**src/rtl/cgf_pkg.sv**
```systemverilog
// Shared constants, codes, types and helpers of the cell grid engine.
`timescale 1ns / 1ps
package cgf_pkg;

  localparam int MAX_COLUMNS = 256;
  localparam int MAX_ROWS    = 128;
  localparam int COL_W       = $clog2(MAX_COLUMNS);
  localparam int ROW_W       = $clog2(MAX_ROWS);
  localparam int XC_W        = COL_W + 1;
  localparam int YC_W        = ROW_W + 1;
  localparam int GLYPH_W     = 21;
  localparam int STYLE_W     = 16;
  localparam int CELL_W      = GLYPH_W + STYLE_W;
  localparam int CELL_AW     = ROW_W + COL_W;

  localparam logic [GLYPH_W-1:0] SPACE_GLYPH = GLYPH_W'(32);

  localparam logic [2:0] CMD_FILL      = 3'd0;
  localparam logic [2:0] CMD_CLR_ALL   = 3'd1;
  localparam logic [2:0] CMD_CLR_ROW   = 3'd2;
  localparam logic [2:0] CMD_CLR_TOP   = 3'd3;
  localparam logic [2:0] CMD_CLR_BELOW = 3'd4;
  localparam logic [2:0] CMD_READ      = 3'd5;

  localparam logic [2:0] REG_CANVAS_WIDTH  = 3'd0;
  localparam logic [2:0] REG_CANVAS_HEIGHT = 3'd1;
  localparam logic [2:0] REG_CLIP_LEFT     = 3'd2;
  localparam logic [2:0] REG_CLIP_TOP      = 3'd3;
  localparam logic [2:0] REG_CLIP_RIGHT    = 3'd4;
  localparam logic [2:0] REG_CLIP_BOTTOM   = 3'd5;
  localparam logic [2:0] REG_BLANK_GLYPH   = 3'd6;
  localparam logic [2:0] REG_BLANK_STYLE   = 3'd7;

  typedef logic signed [11:0] s12_t;

  // Walker status toward the sequencer
  typedef struct packed {
    logic [XC_W-1:0] x;
    logic [YC_W-1:0] y;
    logic            col_in;
    logic            row_last;
    logic            last;
  } wk_stat_t;

  // Row table control from the sequencer
  typedef struct packed {
    logic             clr_all;
    logic             clr_row;
    logic             wr;
    logic [ROW_W-1:0] addr;
    logic [COL_W-1:0] wdata;
  } rt_ctl_t;

  function automatic s12_t smax(input s12_t a, input s12_t b);
    return (a > b) ? a : b;
  endfunction

  function automatic s12_t smin(input s12_t a, input s12_t b);
    return (a < b) ? a : b;
  endfunction

endpackage

```
**src/rtl/cgf_walk.sv**
```systemverilog
// Rectangle walker: steps column by column, row by row over a region.
`timescale 1ns / 1ps
module cgf_walk
  import cgf_pkg::*;
(
  input  logic            clk,
  input  logic            load,
  input  logic            step,
  input  logic [XC_W-1:0] xs,
  input  logic [XC_W-1:0] xe,
  input  logic [YC_W-1:0] ys,
  input  logic [YC_W-1:0] ye,
  output wk_stat_t        stat
);

  logic [XC_W-1:0] x_r, xs_r, xe_r;
  logic [YC_W-1:0] y_r, ye_r;
  logic            row_last;

  // a row with no columns is still visited, with col_in low
  assign row_last = ({1'b0, x_r} + 1'b1) >= {1'b0, xe_r};

  always_ff @(posedge clk) begin
    if (load) begin
      x_r  <= xs;
      xs_r <= xs;
      xe_r <= xe;
      y_r  <= ys;
      ye_r <= ye;
    end else if (step) begin
      if (row_last) begin
        x_r <= xs_r;
        y_r <= y_r + 1'b1;
      end else begin
        x_r <= x_r + 1'b1;
      end
    end
  end

  assign stat.x        = x_r;
  assign stat.y        = y_r;
  assign stat.col_in   = x_r < xe_r;
  assign stat.row_last = row_last;
  assign stat.last     = row_last && (({1'b0, y_r} + 1'b1) >= {1'b0, ye_r});

endmodule

```
**config.mk**
```make
export PLATFORM = sky130hd
export DESIGN_NAME = cgf_walk
export DESIGN_NICKNAME = d
export VERILOG_FILES = /design/src/rtl/cgf_pkg.sv /design/src/rtl/cgf_walk.sv
export SDC_FILE = /design/constraint.sdc
export NUM_CORES = 1
export LEC_CHECK = 0
export ABC_AREA = 1
export BUFFER_PORTS_ARGS = -buffer_cell sky130_fd_sc_hd__buf_2
export CAP_MARGIN = 10
export CELL_PAD_IN_SITES_DETAIL_PLACEMENT = 1
export CELL_PAD_IN_SITES_GLOBAL_PLACEMENT = 1
export CORE_ASPECT_RATIO = 1.4
export CORE_MARGIN = 8
export CORE_UTILIZATION = 42
export CTS_CLUSTER_DIAMETER = 150
export DETAILED_ROUTE_END_ITERATION = 12
export GPL_TIMING_DRIVEN = 0
export MAX_ROUTING_LAYER = met4
export PLACE_DENSITY_LB_ADDON = 0.1
export SLEW_MARGIN = 20
export SYNTH_ARGS = -nofsm -noshare
export SYNTH_HDL_FRONTEND = slang
export SYNTH_SLANG_ARGS = --single-unit
```
**constraint.sdc**
```tcl
create_clock -name clk -period 3.8 [get_ports clk]
set_input_delay 0.76 -clock clk [delete_from_list [all_inputs] [get_ports clk]]
set_output_delay 0.76 -clock clk [all_outputs]
set_load 0.01 [all_outputs]
```
# ---- Yosys cells after proc, flatten, opt, wreduce, memory -nomap -nowiden
# Cells that the tools add are included.
dict set report classes {
  add_sub_neg 4
  order_cmp 3
  mux 6
  reduce_logical 4
}
# op n
set op_table {}
lappend op_table {{two-way mux 9 bit} 3}
lappend op_table {{two-way mux 8 bit} 3}
lappend op_table {{adder 9 x 1 -> 10 bit, second input constant} 1}
lappend op_table {{>= comparator 10 x 9 -> 1 bit} 1}
lappend op_table {{adder 8 x 1 -> 9 bit, second input constant} 1}
lappend op_table {{adder 9 x 1 -> 9 bit, second input constant} 1}
lappend op_table {{>= comparator 9 x 8 -> 1 bit} 1}
lappend op_table {{less-than comparator 9 bit} 1}
lappend op_table {{adder 8 x 1 -> 8 bit, second input constant} 1}
lappend op_table {{nonzero test 2 bit} 2}
lappend op_table {{AND reduction 2 bit} 1}
lappend op_table {{logical AND 1 bit} 1}
dict set report totals {
  reg_bits 43
  in_bits 37
  out_inout_bits 20
  word_cells 22
}

# ---- Logic depth before layout (Yosys ltp)
# Gate-level depths: netlist of run 1.
dict set report depth {
  ltp_word 5
  mapped_depth 19
  depth_no_buf 18
}

# ---- Worst setup path after synthesis of run 1
# OpenSTA, ideal clock, no wires.
dict set report synth_path {
  path_kind {reg2out}
  start {reg x_r[0]}
  end {out stat[1] (netlist bit)}
  t_arrival_ns 2.230
  required_time_ns 3.040
  path_slack_ns 0.810
  stages_incl_launch_ff 18
  path_buffers 2
  cell_sequence {edfxtp_1 ha_1 nand3_1 nor2_1 inv_1 nand2_1 inv_1 ha_1 nand2_1 inv_1 a21oi_1 nand2_1 nand2_1 nand2_1 nand2_2 nand2_4 buf_12 buf_4}
}
dict set report synth_via {
  elab_chain_len 2
}
# item line
set synth_lines {}
lappend synth_lines {{start: declaration} cgf_walk.sv:16} ;# logic [XC_W-1:0] x_r, xs_r, xe_r;
lappend synth_lines {{start signal: assignment} cgf_walk.sv:25} ;# x_r <= xs;
lappend synth_lines {{start signal: assignment} cgf_walk.sv:32} ;# x_r <= xs_r;
lappend synth_lines {{start signal: assignment} cgf_walk.sv:35} ;# x_r <= x_r + 1'b1;
lappend synth_lines {{adder 9 x 1 -> 10 bit} cgf_walk.sv:21} ;# assign row_last = ({1'b0, x_r} + 1'b1) >= {1'b0, xe_r};
lappend synth_lines {{>= comparator 10 x 9 -> 1 bit} cgf_walk.sv:21}
lappend synth_lines {{end: declaration} cgf_walk.sv:13} ;# output wk_stat_t stat
# No other way between the ends.

# ---- Worst setup path in the final report of run 1
# Same ends and word-level chain as after synthesis.

==> results of run 1 <==
-- tightest hold or removal path: stages, from the launching register on --
cell and delay, ns:
sky130_fd_sc_hd__edfxtp_1 0.32, sky130_fd_sc_hd__inv_1 0.04, sky130_fd_sc_hd__nand2_1 0.05, sky130_fd_sc_hd__nand3_1 0.05
sky130_fd_sc_hd__nand2_1 0.05
-- cell families after synthesis --
family,Yosys count
XOR/XNOR,10
AND/OR/NAND/NOR,126
buffers and inverters,61
flip-flops,43
adder cells (fa/ha/maj),28
AO/OA/AOI/OAI,20
-- cell type report --
| class | instances | area share |
|---|---|---|
| well taps | 72 | 0.0280 |
| clock inverters | 2 | 0.00272 |
| multi-input cells | 184 | 0.369 |
| inverters | 56 | 0.0661 |
| repair buffers | 61 | 0.0988 |
| plain buffers | 5 | 0.0124 |
| flip-flops and latches | 43 | 0.401 |
| clock buffers | 5 | 0.0214 |
-- power by group through the flow --
| stage | logic [mW] | clock network [mW] | registers, mW |
|---|---|---|---|
| after detailed placement | 0.488 | 0 | 0.652 |
| final | 0.499 | 0.283 | 0.636 |
| after global placement | 0.463 | 0 | 0.649 |
| after floorplan | 0.315 | 0 | 0.653 |
| after CTS | 0.491 | 0.297 | 0.641 |
| after global routing | 0.571 | 0.307 | 0.646 |
-- sequential cells by signal (all words and copies together) (netlist names) --
name and cells:
xs_r 9, ye_r 8, x_r 9, xe_r 9
y_r 8
-- per-layer routing --
| layer | share of wire | vias up | wire length, um | GRT usage |
|---|---|---|---|---|
| met4 | 0.016 | 0 | 106 | 0.0497 |
| met2 | 0.59 | 36 | 3910 | 0.300 |
| met3 | 0.025 | 9 | 162 | 0.0257 |
| li1 | - | 1071 | - | - |
| met5 | 0 | - | 0 | - |
| met1 | 0.37 | 993 | 2420 | 0.142 |
-- through the flow --
stage,utilization,std cells,worst slack (ns),total power [mW]
finish,0.514,428,0.280,1.42
global route,0.514,428,0.0187,1.52
CTS,0.507,423,0.0130,1.43
detailed placement,0.495,416,0.359,1.14
global placement,0.495,416,0.410,1.11
floorplan,-,288,0.810,0.969
-- layout by cell type (no fill, tap or decap) --
master                     count
sky130_fd_sc_hd__nand2_1      65
sky130_fd_sc_hd__buf_2        57
sky130_fd_sc_hd__inv_1        55
sky130_fd_sc_hd__edfxtp_1     43
sky130_fd_sc_hd__ha_1         28
sky130_fd_sc_hd__nand3_1      17
sky130_fd_sc_hd__nand2_2      15
sky130_fd_sc_hd__xor2_1        9
sky130_fd_sc_hd__a21oi_1       9
sky130_fd_sc_hd__nand3_2       8
sky130_fd_sc_hd__nor2_1        7
sky130_fd_sc_hd__o21ai_0       6
sky130_fd_sc_hd__buf_4         6
sky130_fd_sc_hd__clkbuf_8      5
sky130_fd_sc_hd__nand4_1       4
sky130_fd_sc_hd__nand3b_1      2
sky130_fd_sc_hd__nand2_4       2
sky130_fd_sc_hd__or2_2         2
sky130_fd_sc_hd__clkbuf_1      2
sky130_fd_sc_hd__nor2_2        1
sky130_fd_sc_hd__xnor2_1       1
sky130_fd_sc_hd__nor2_4        1
sky130_fd_sc_hd__inv_4         1
sky130_fd_sc_hd__buf_12        1
sky130_fd_sc_hd__a31o_2        1
sky130_fd_sc_hd__o211ai_1      1
sky130_fd_sc_hd__o21a_1        1
sky130_fd_sc_hd__nor4b_1       1
sky130_fd_sc_hd__o31ai_1       1
sky130_fd_sc_hd__nor3_1        1
sky130_fd_sc_hd__a211oi_1      1
sky130_fd_sc_hd__clkinv_2      1
sky130_fd_sc_hd__clkinv_1      1
-- worst paths after layout --
kind	from	endpoint	slack [ns]
max	x_r[0]	stat[1]	0.28
max reg2reg	x_r[0]	y_r[2]	0.92
min reg2reg	xs_r[0]	x_r[0]	0.60
min	xs_r[0]	x_r[0]	0.60
-- repair_timing --
| action | CTS | global route |
|---|---|---|
| buffers inserted | 0 | 5 |
| gates resized for setup | 0 | 2 |
| endpoints found under the setup margin | 0 | 2 |
==> qor_table.md, run 1 <==
| Group | Parameter | Value |
| --- | --- | --- |
| synthesis | Adder-Cell Fraction of Synth Area | 0.129 |
| power and ir drop | Leakage power | 1.63 nW |
| timing | Final setup fails | 0 |
| placed design | Port Buf Inserts | 56 |
| worst setup path | Critical Path Slowest Stage Cell | sky130_fd_sc_hd__edfxtp_1 |
| timing | Clock Skews | 0.00997 ns |
| power and ir drop | Sequential power share | 0.449 |
| global routing | Vias in the first global route | 2428 |
| die | Starting utilization of the core area | 0.436 |
| synthesis | Number of distinct standard cells referenced by the synthesized netlist | 29 |
| min path | Hold path cells | 4 |
| worst setup path | Required time at the worst-slack endpoint | 3.04 ns |
| global routing | Global route total overflow | 0 |
| placed design | Placed instance area | 0.00309 mm2 |
| worst setup path | Worst setup EP type | output pin |
| min path | Path type of the worst min-delay path | reg2reg |
| timing | Max Fclk | 0.284 GHz |
| synthesis | Cell types with the highest counts after synthesis | 65 x sky130_fd_sc_hd__nand2_1, 55 x sky130_fd_sc_hd__inv_1, 43 x sky130_fd_sc_hd__edfxtp_1, 28 x sky130_fd_sc_hd__ha_1, 17 x sky130_fd_sc_hd__nand3_1 |
| worst setup path | Startpoint Class | register |
| synthesis | Xor and xnor area share after synthesis | 0.0322 |
| timing | Number of slew-limit violations in the final report | 0 |
| detailed routing | Total wire length after detailed routing | 6600 um |
| synthesis | Basic-gate share of the synthesized area counting and, or, nand and nor cells | 0.231 |
| worst setup path | CP arrival | 2.76 ns |
| clocking | Hold_buf cts | 0 |
| clocking | H-Tree Depth | 2 |
| power and ir drop | Switching portion of total power | 0.350 |
| power and ir drop | Switching component of the power | 0.495 mW |
| timing | Number of endpoints with negative hold slack in the final report | 0 |
| synthesis | Top cells by area in the synthesized netlist | sky130_fd_sc_hd__edfxtp_1 47%, sky130_fd_sc_hd__ha_1 13%, sky130_fd_sc_hd__nand2_1 9.0%, sky130_fd_sc_hd__inv_1 7.6%, sky130_fd_sc_hd__nand2_2 3.7% |
| detailed routing | Total via count in the routed design | 2109 |
| placed design | Final weighted congestion in routability-driven placement | 0.852 |
| finish | Net count reported at finish | 421 |
| synthesis | Fraction of synthesized cell area taken by the top area cell type | 0.474 |
| synthesis | EDFF count, synth | 43 |
| clocking | CTS tree | yes |
| die | Site row count | 34 |
| clocking | Clock input transition at the sequential cells of the worst setup and hold paths | 0.09 ns |
| timing | Smallest hold slack | 0.604 ns |
| power and ir drop | Relative contribution of the clock network to total power | 0.200 |
| worst setup path | Critical Path Stages | 18 |
| power and ir drop | Internal power | 0.922 mW |
| die | Number of primary I/O pins | 57 |
| synthesis | Compound-cell area share of the yosys netlist | 0.0418 |
| global routing | Tot GR Track Use | 0.153 |
| worst setup path | Cell repeated most along the worst path | sky130_fd_sc_hd__nand2_1 |
| worst setup path | Crit-path max FO | 10 |
| synthesis | Yosys warning total | 0 |
| synthesis | Dominant combinational cell family by area after synthesis | simple AND/OR/NAND/NOR gates |
| finish | Fillers | 751 |
| finish | Final instance area | 0.00322 mm2 |
| power and ir drop | Power density over cell area | 441 mW/mm2 |
| placed design | Sum of net half-perimeters after detailed placement | 5370 um |
| worst setup path | Crit path cell chain | ha_1 > nand3_1 > nor2_2 > inv_1 > nand2_1 > inv_1 > ha_1 > nand2_1 > inv_1 > a21oi_1 > nand2_1 > nand2_1 > nand2_1 > nand2_4 > nand2_4 > buf_12 > buf_4 > buf_2 |
| detailed routing | Routed wire per std cell | 15.4 um |
| finish | Layout cells sized above 1 | 0.284 |
| synthesis | Post-Syn Area | 0.00272 mm2 |
| timing | Worst slew margin relative to its limit | 0.520 |
| finish | Diodes inserted | 0 |
| worst setup path | Number of cell instances on the worst register-to-register path | 18 |
| synthesis | Instance count of the mapped netlist | 288 |
| flow run | Max cap viols | 0 |
| detailed routing | Detailed-routing iteration count for the pre-antenna-repair pass | 3 |
| synthesis | Dominant cell by count in the synthesized netlist | sky130_fd_sc_hd__nand2_1 |
| clocking | Clock latency on the worst-skew pair | 0.30 ns |
| timing | Sum of negative setup slack | 0 ns |
| timing | RSZ-0062 raised after global routing | false |
| outcome | Run status | completed |
| synthesis | Dominant register cell in the synthesized netlist | sky130_fd_sc_hd__edfxtp_1 |
| clocking | CTS Root Cell | sky130_fd_sc_hd__clkbuf_8 |
| synthesis | Post-Syn Area per Cell | 9.46 um2 |
| worst setup path | Peak per-stage delay on the critical path | 0.42 ns |
| detailed routing | Count of routing violations after the opening detailed-route iteration | 60 |
| synthesis | Count of state elements after synthesis | 43 |
| power and ir drop | IR Drop Worst-Case VDD | 208 uV |
| detailed routing | Number of vias per cell after detailed routing | 4.93 |
| clocking | Clock buffer count from CTS | 5 |
| worst setup path | Number of buffers and inverters on the critical path | 6 |
| die | Die extent in x | 84.1 um |
| synthesis | Library cell with the largest summed area after synthesis | sky130_fd_sc_hd__edfxtp_1 |
| die | Die Area | 0.00935 mm2 |
| timing | Post-route clock period utilization | 0.926 |
| global routing | Global-route wire length before repair | 11300 um |
| worst setup path | Dominant delay contributor by cell family on the critical path | simple AND/OR/NAND/NOR gates |
| finish | Combined area of the multi-input logic cells | 0.00119 mm2 |
| die | Floorplan die height | 111 um |
| detailed routing | DRC errors left | 0 |
| clocking | Maximum clock insertion buffer count | 2 |
| timing | Min Clock Period, post-route | 3.52 ns |
| clocking | # clock sinks | 43 |
| synthesis | Post-synth net total | 353 |
| die | Core box area | 0.00625 mm2 |
| global routing | Maximum number of pins on one net before global-route repair | 33 |
| synthesis | Multiplexer area fraction after synthesis | 0 |
| finish | Sequential cell area | 0.00129 mm2 |
| detailed routing | Antenna Violating Nets Remaining | 0 |
| synthesis | Share of async-settable or async-resettable flops after synthesis | 0 |
| synthesis | Share of synthesized area occupied by flip-flops and latches | 0.474 |
| finish | P&R area growth vs syn | 18.1% |
| global routing | Antenna violations before repair | 0 |
| power and ir drop | Logic gate share of total power | 0.352 |
| timing | Transition at the pin with the smallest max-transition slack | 0.720 ns |
| worst setup path | Classification of the worst setup path | reg2out |
(Power assumes the default switching activity.)
==> run 2, diff against run 1 <==
--- a/config.mk
+++ b/config.mk
@@ -11,7 +11,7 @@
 export CELL_PAD_IN_SITES_DETAIL_PLACEMENT = 1
 export CELL_PAD_IN_SITES_GLOBAL_PLACEMENT = 1
 export CORE_ASPECT_RATIO = 1.4
-export CORE_MARGIN = 8
+export CORE_MARGIN = 3
 export CORE_UTILIZATION = 42
 export CTS_CLUSTER_DIAMETER = 150
 export DETAILED_ROUTE_END_ITERATION = 12
==> constraint.sdc (replaced) <==
create_clock -name clk -period 3.6 [get_ports clk]
set_input_delay 0.72 -clock clk [delete_from_list [all_inputs] [get_ports clk]]
set_output_delay 0.72 -clock clk [all_outputs]
set_load 0.01 [all_outputs]
==> run 2 against run 1 <==
- via count up 2.0%
- combinational power is 12% higher
- wire length down 2.7%
- design area increased by 2.4%
- core utilization rose by 1.2 points
- clock skew decreased by 0.0012 ns
- largest cell class unchanged
- largest power group unchanged
- highest routed layer unchanged
==> qor_table.md, run 2 (same netlist as run 1, synthesis figures left out) <==
| Group | Parameter | Value | vs previous |
| --- | --- | --- | --- |
| worst setup path | Worst setup path startpoint | x_r[0] |  |
| worst setup path | Beginning of the worst register-to-register path | x_r[0] |  |
| placed design | Pre-CTS worst setup slack | 0.147 ns | -0.212 ns |
| clocking | Maximum clock insertion buffer count | 2 | unchanged |
| global routing | Global-route wire length before repair | 10500 um | -7.1% |
| global routing | Antenna violations before repair | 0 | unchanged |
| finish | Layout Utilization | 0.527 | +0.0124 |
| finish | Commonest cells after routing, fill and taps aside | 65 x sky130_fd_sc_hd__nand2_1, 57 x sky130_fd_sc_hd__buf_2, 55 x sky130_fd_sc_hd__inv_1 |  |
| worst setup path | Startpoint Class | register |  |
| finish | Most common cell after layout, fill and taps aside | sky130_fd_sc_hd__nand2_1 |  |
| timing | Max Fclk | 0.286 GHz |  |
| worst setup path | Crit-path max FO | 10 | unchanged |
| min path | Path type of the worst min-delay path | in2reg |  |
| placed design | Port Buf Inserts | 56 | unchanged |
| clocking | CTS tree | yes |  |
| timing | Number of slew-limit violations in the final report | 0 | unchanged |
| timing | Post-route clock period utilization | 0.972 |  |
| worst setup path | Classification of the worst setup path | reg2out |  |
| global routing | Maximum number of pins on one net before global-route repair | 33 | unchanged |
| worst setup path | CP arrival | 2.78 ns | +0.02 ns |
| timing | Clock Skews | 0.00873 ns | -0.00124 ns |
| power and ir drop | Leakage power | 1.66 nW | +2.3% |
| worst setup path | Worst setup EP type | output pin |  |
| detailed routing | Routed wire per std cell | 14.7 um | -4.7% |
| finish | Layout cells sized above 1 | 0.304 | +0.0204 |
| flow run | Max cap viols | 0 | unchanged |
| placed design | Final weighted congestion in routability-driven placement | 0.835 | -2.0% |
| placed design | Sum of net half-perimeters after detailed placement | 5040 um | -6.3% |
| die | Die extent in x | 74.1 um | -12% |
| global routing | Global route total overflow | 0 | unchanged |
| detailed routing | Antenna Violating Nets Remaining | 0 | unchanged |
| clocking | Clock latency on the worst-skew pair | 0.30 ns | about the same |
| timing | Smallest hold slack | 0.589 ns | -0.0146 ns |
| outcome | Run status | completed |  |
| detailed routing | Detailed-routing iteration count for the pre-antenna-repair pass | 3 | unchanged |
| detailed routing | Total via count in the routed design | 2151 | +2.0% |
| timing | Worst slew margin relative to its limit | 0.512 | -0.00833 |
| min path | Hold path cells | 1 | -3 |
| finish | P&R area growth vs syn | 20.9% |  |
| timing | Transition at the pin with the smallest max-transition slack | 0.732 ns | +0.0125 ns |
| clocking | H-Tree Depth | 2 | unchanged |
| detailed routing | Count of routing violations after the opening detailed-route iteration | 48 | -20% |
| timing | Final setup fails | 0 | unchanged |
| global routing | Tot GR Track Use | 0.187 | +0.0339 |
| finish | Diodes inserted | 0 | unchanged |
| detailed routing | DRC errors left | 0 | unchanged |
| clocking | # clock sinks | 43 | unchanged |
| die | Die Area | 0.00750 mm2 | -20% |
| detailed routing | Number of vias per cell after detailed routing | 4.92 | -0.11% |
| timing | Min Clock Period, post-route | 3.50 ns |  |
| die | Site row count | 34 | unchanged |
| clocking | CTS Root Cell | sky130_fd_sc_hd__clkbuf_8 |  |
| die | Starting utilization of the core area | 0.436 | unchanged |
| clocking | Clock input transition at the sequential cells of the worst setup and hold paths | 0.09 ns | about the same |
| timing | Min setup slack post-route | 0.100 ns | -0.179 ns |
| die | Number of primary I/O pins | 57 | unchanged |
| min path | Min-delay src | xe[6] |  |
| clocking | Clock buffer count from CTS | 5 | unchanged |
| worst setup path | Capturing point of the worst reg2reg path | y_r[4] |  |
| die | Floorplan die height | 101 um | -9.0% |
| detailed routing | Total wire length after detailed routing | 6420 um | -2.7% |
| global routing | Vias in the first global route | 2409 | -0.78% |
| timing | Number of endpoints with negative hold slack in the final report | 0 | unchanged |
| finish | Regs by FF count | x_r: 9 flops, xe_r: 9 flops, xs_r: 9 flops |  |
| worst setup path | Number of cell instances on the worst register-to-register path | 16 | -2 |
| worst setup path | Required time at the worst-slack endpoint | 2.88 ns | -0.16 ns |
| die | Core box area | 0.00625 mm2 | unchanged |
| worst setup path | Setup slack, reg-to-reg | 0.72 ns | -0.20 ns |
| finish | Net count reported at finish | 429 | +1.9% |
| min path | Hold EP | xe_r[6] |  |
| power and ir drop | Power density over cell area | 465 mW/mm2 | +5.4% |
| power and ir drop | IR Drop Worst-Case VDD | 221 uV | +6.2% |
==> run 2: changes by cell type in the layout (fill, tap and decap cells not counted) <==
cell,delta
sky130_fd_sc_hd__ha_2,+1
sky130_fd_sc_hd__clkbuf_1,+1
sky130_fd_sc_hd__buf_4,+8
sky130_fd_sc_hd__nand3_1,-1
sky130_fd_sc_hd__nand3_2,+1
sky130_fd_sc_hd__xor2_2,+1
sky130_fd_sc_hd__xor2_1,-1
sky130_fd_sc_hd__ha_1,-1
sky130_fd_sc_hd__clkinv_1,+1
sky130_fd_sc_hd__clkinv_2,-1
==> run 2: worst max-delay path by stage <==
stage / to / slack (ns) / cells after the start
after floorplan: stat[1] / 0.65 / 17
after global placement: stat[1] / 0.25 / 18
after detailed placement: stat[1] / 0.15 / 18
after CTS: stat[1] / 0.005 / 18
after global routing: stat[1] / -0.03 / 16
final: stat[1] / 0.10 / 16
==> run 2: repair_timing <==
action,in CTS,in global routing
pin swaps,0,2
endpoints found under the setup margin,2,2
hold buffers,0,0
resized for setup,1,4
buffers inserted,4,9
cloned,0,0
==> run 2: layer usage <==
metal | vias up | global-route usage | part of all wire
met5 | - | - | 0
met4 | 0 | 0.0544 | 0.014
met3 | 11 | 0.0228 | 0.030
met2 | 38 | 0.376 | 0.60
met1 | 1015 | 0.176 | 0.36
li1 | 1087 | - | -
==> run 2: power by group <==
| group | internal [mW] | switching [mW] | total [mW] |
|---|---|---|---|
| Clock | 0.133 | 0.169 | 0.302 |
| Sequential | 0.622 | 0.0463 | 0.669 |
| Combinational | 0.243 | 0.317 | 0.560 |
| Total | 0.998 | 0.532 | 1.53 |
==> run 2: stage by stage <==
stage	setup TNS (ns)	total power, mW	instance area, um2	instances
floorplan	0	1.02	2720	288
global placement	0	1.17	3090	416
detailed placement	0	1.20	3090	416
CTS	0	1.52	3210	428
global route	-0.0483	1.65	3290	437
finish	0	1.53	3290	437
==> run 2: critical path, cell delays in order, from the launching register on <==
cell                       delay (ns)
sky130_fd_sc_hd__edfxtp_1        0.41
sky130_fd_sc_hd__buf_4           0.18
sky130_fd_sc_hd__nand3_1         0.10
sky130_fd_sc_hd__xor2_1          0.25
sky130_fd_sc_hd__inv_1           0.09
sky130_fd_sc_hd__ha_1            0.30
sky130_fd_sc_hd__nand2_1         0.08
sky130_fd_sc_hd__nand2_1         0.08
sky130_fd_sc_hd__a21oi_1         0.14
sky130_fd_sc_hd__nand2_1         0.09
sky130_fd_sc_hd__nand2_1         0.07
sky130_fd_sc_hd__nand2_1         0.08
sky130_fd_sc_hd__nand2_4         0.12
sky130_fd_sc_hd__nand2_4         0.07
sky130_fd_sc_hd__buf_12          0.15
sky130_fd_sc_hd__buf_4           0.12
sky130_fd_sc_hd__buf_2           0.13
==> run 2: final cells by class <==
cell class                 instances  area (um2)
buffer                             5        40.0
multi-input combinational        184        1200
tap                               72        90.1
clock inverter                     2        7.51
timing repair buffer              69         378
fill                             756        2960
inverter                          56         213
sequential                        43        1290
clock buffer                       6        72.6
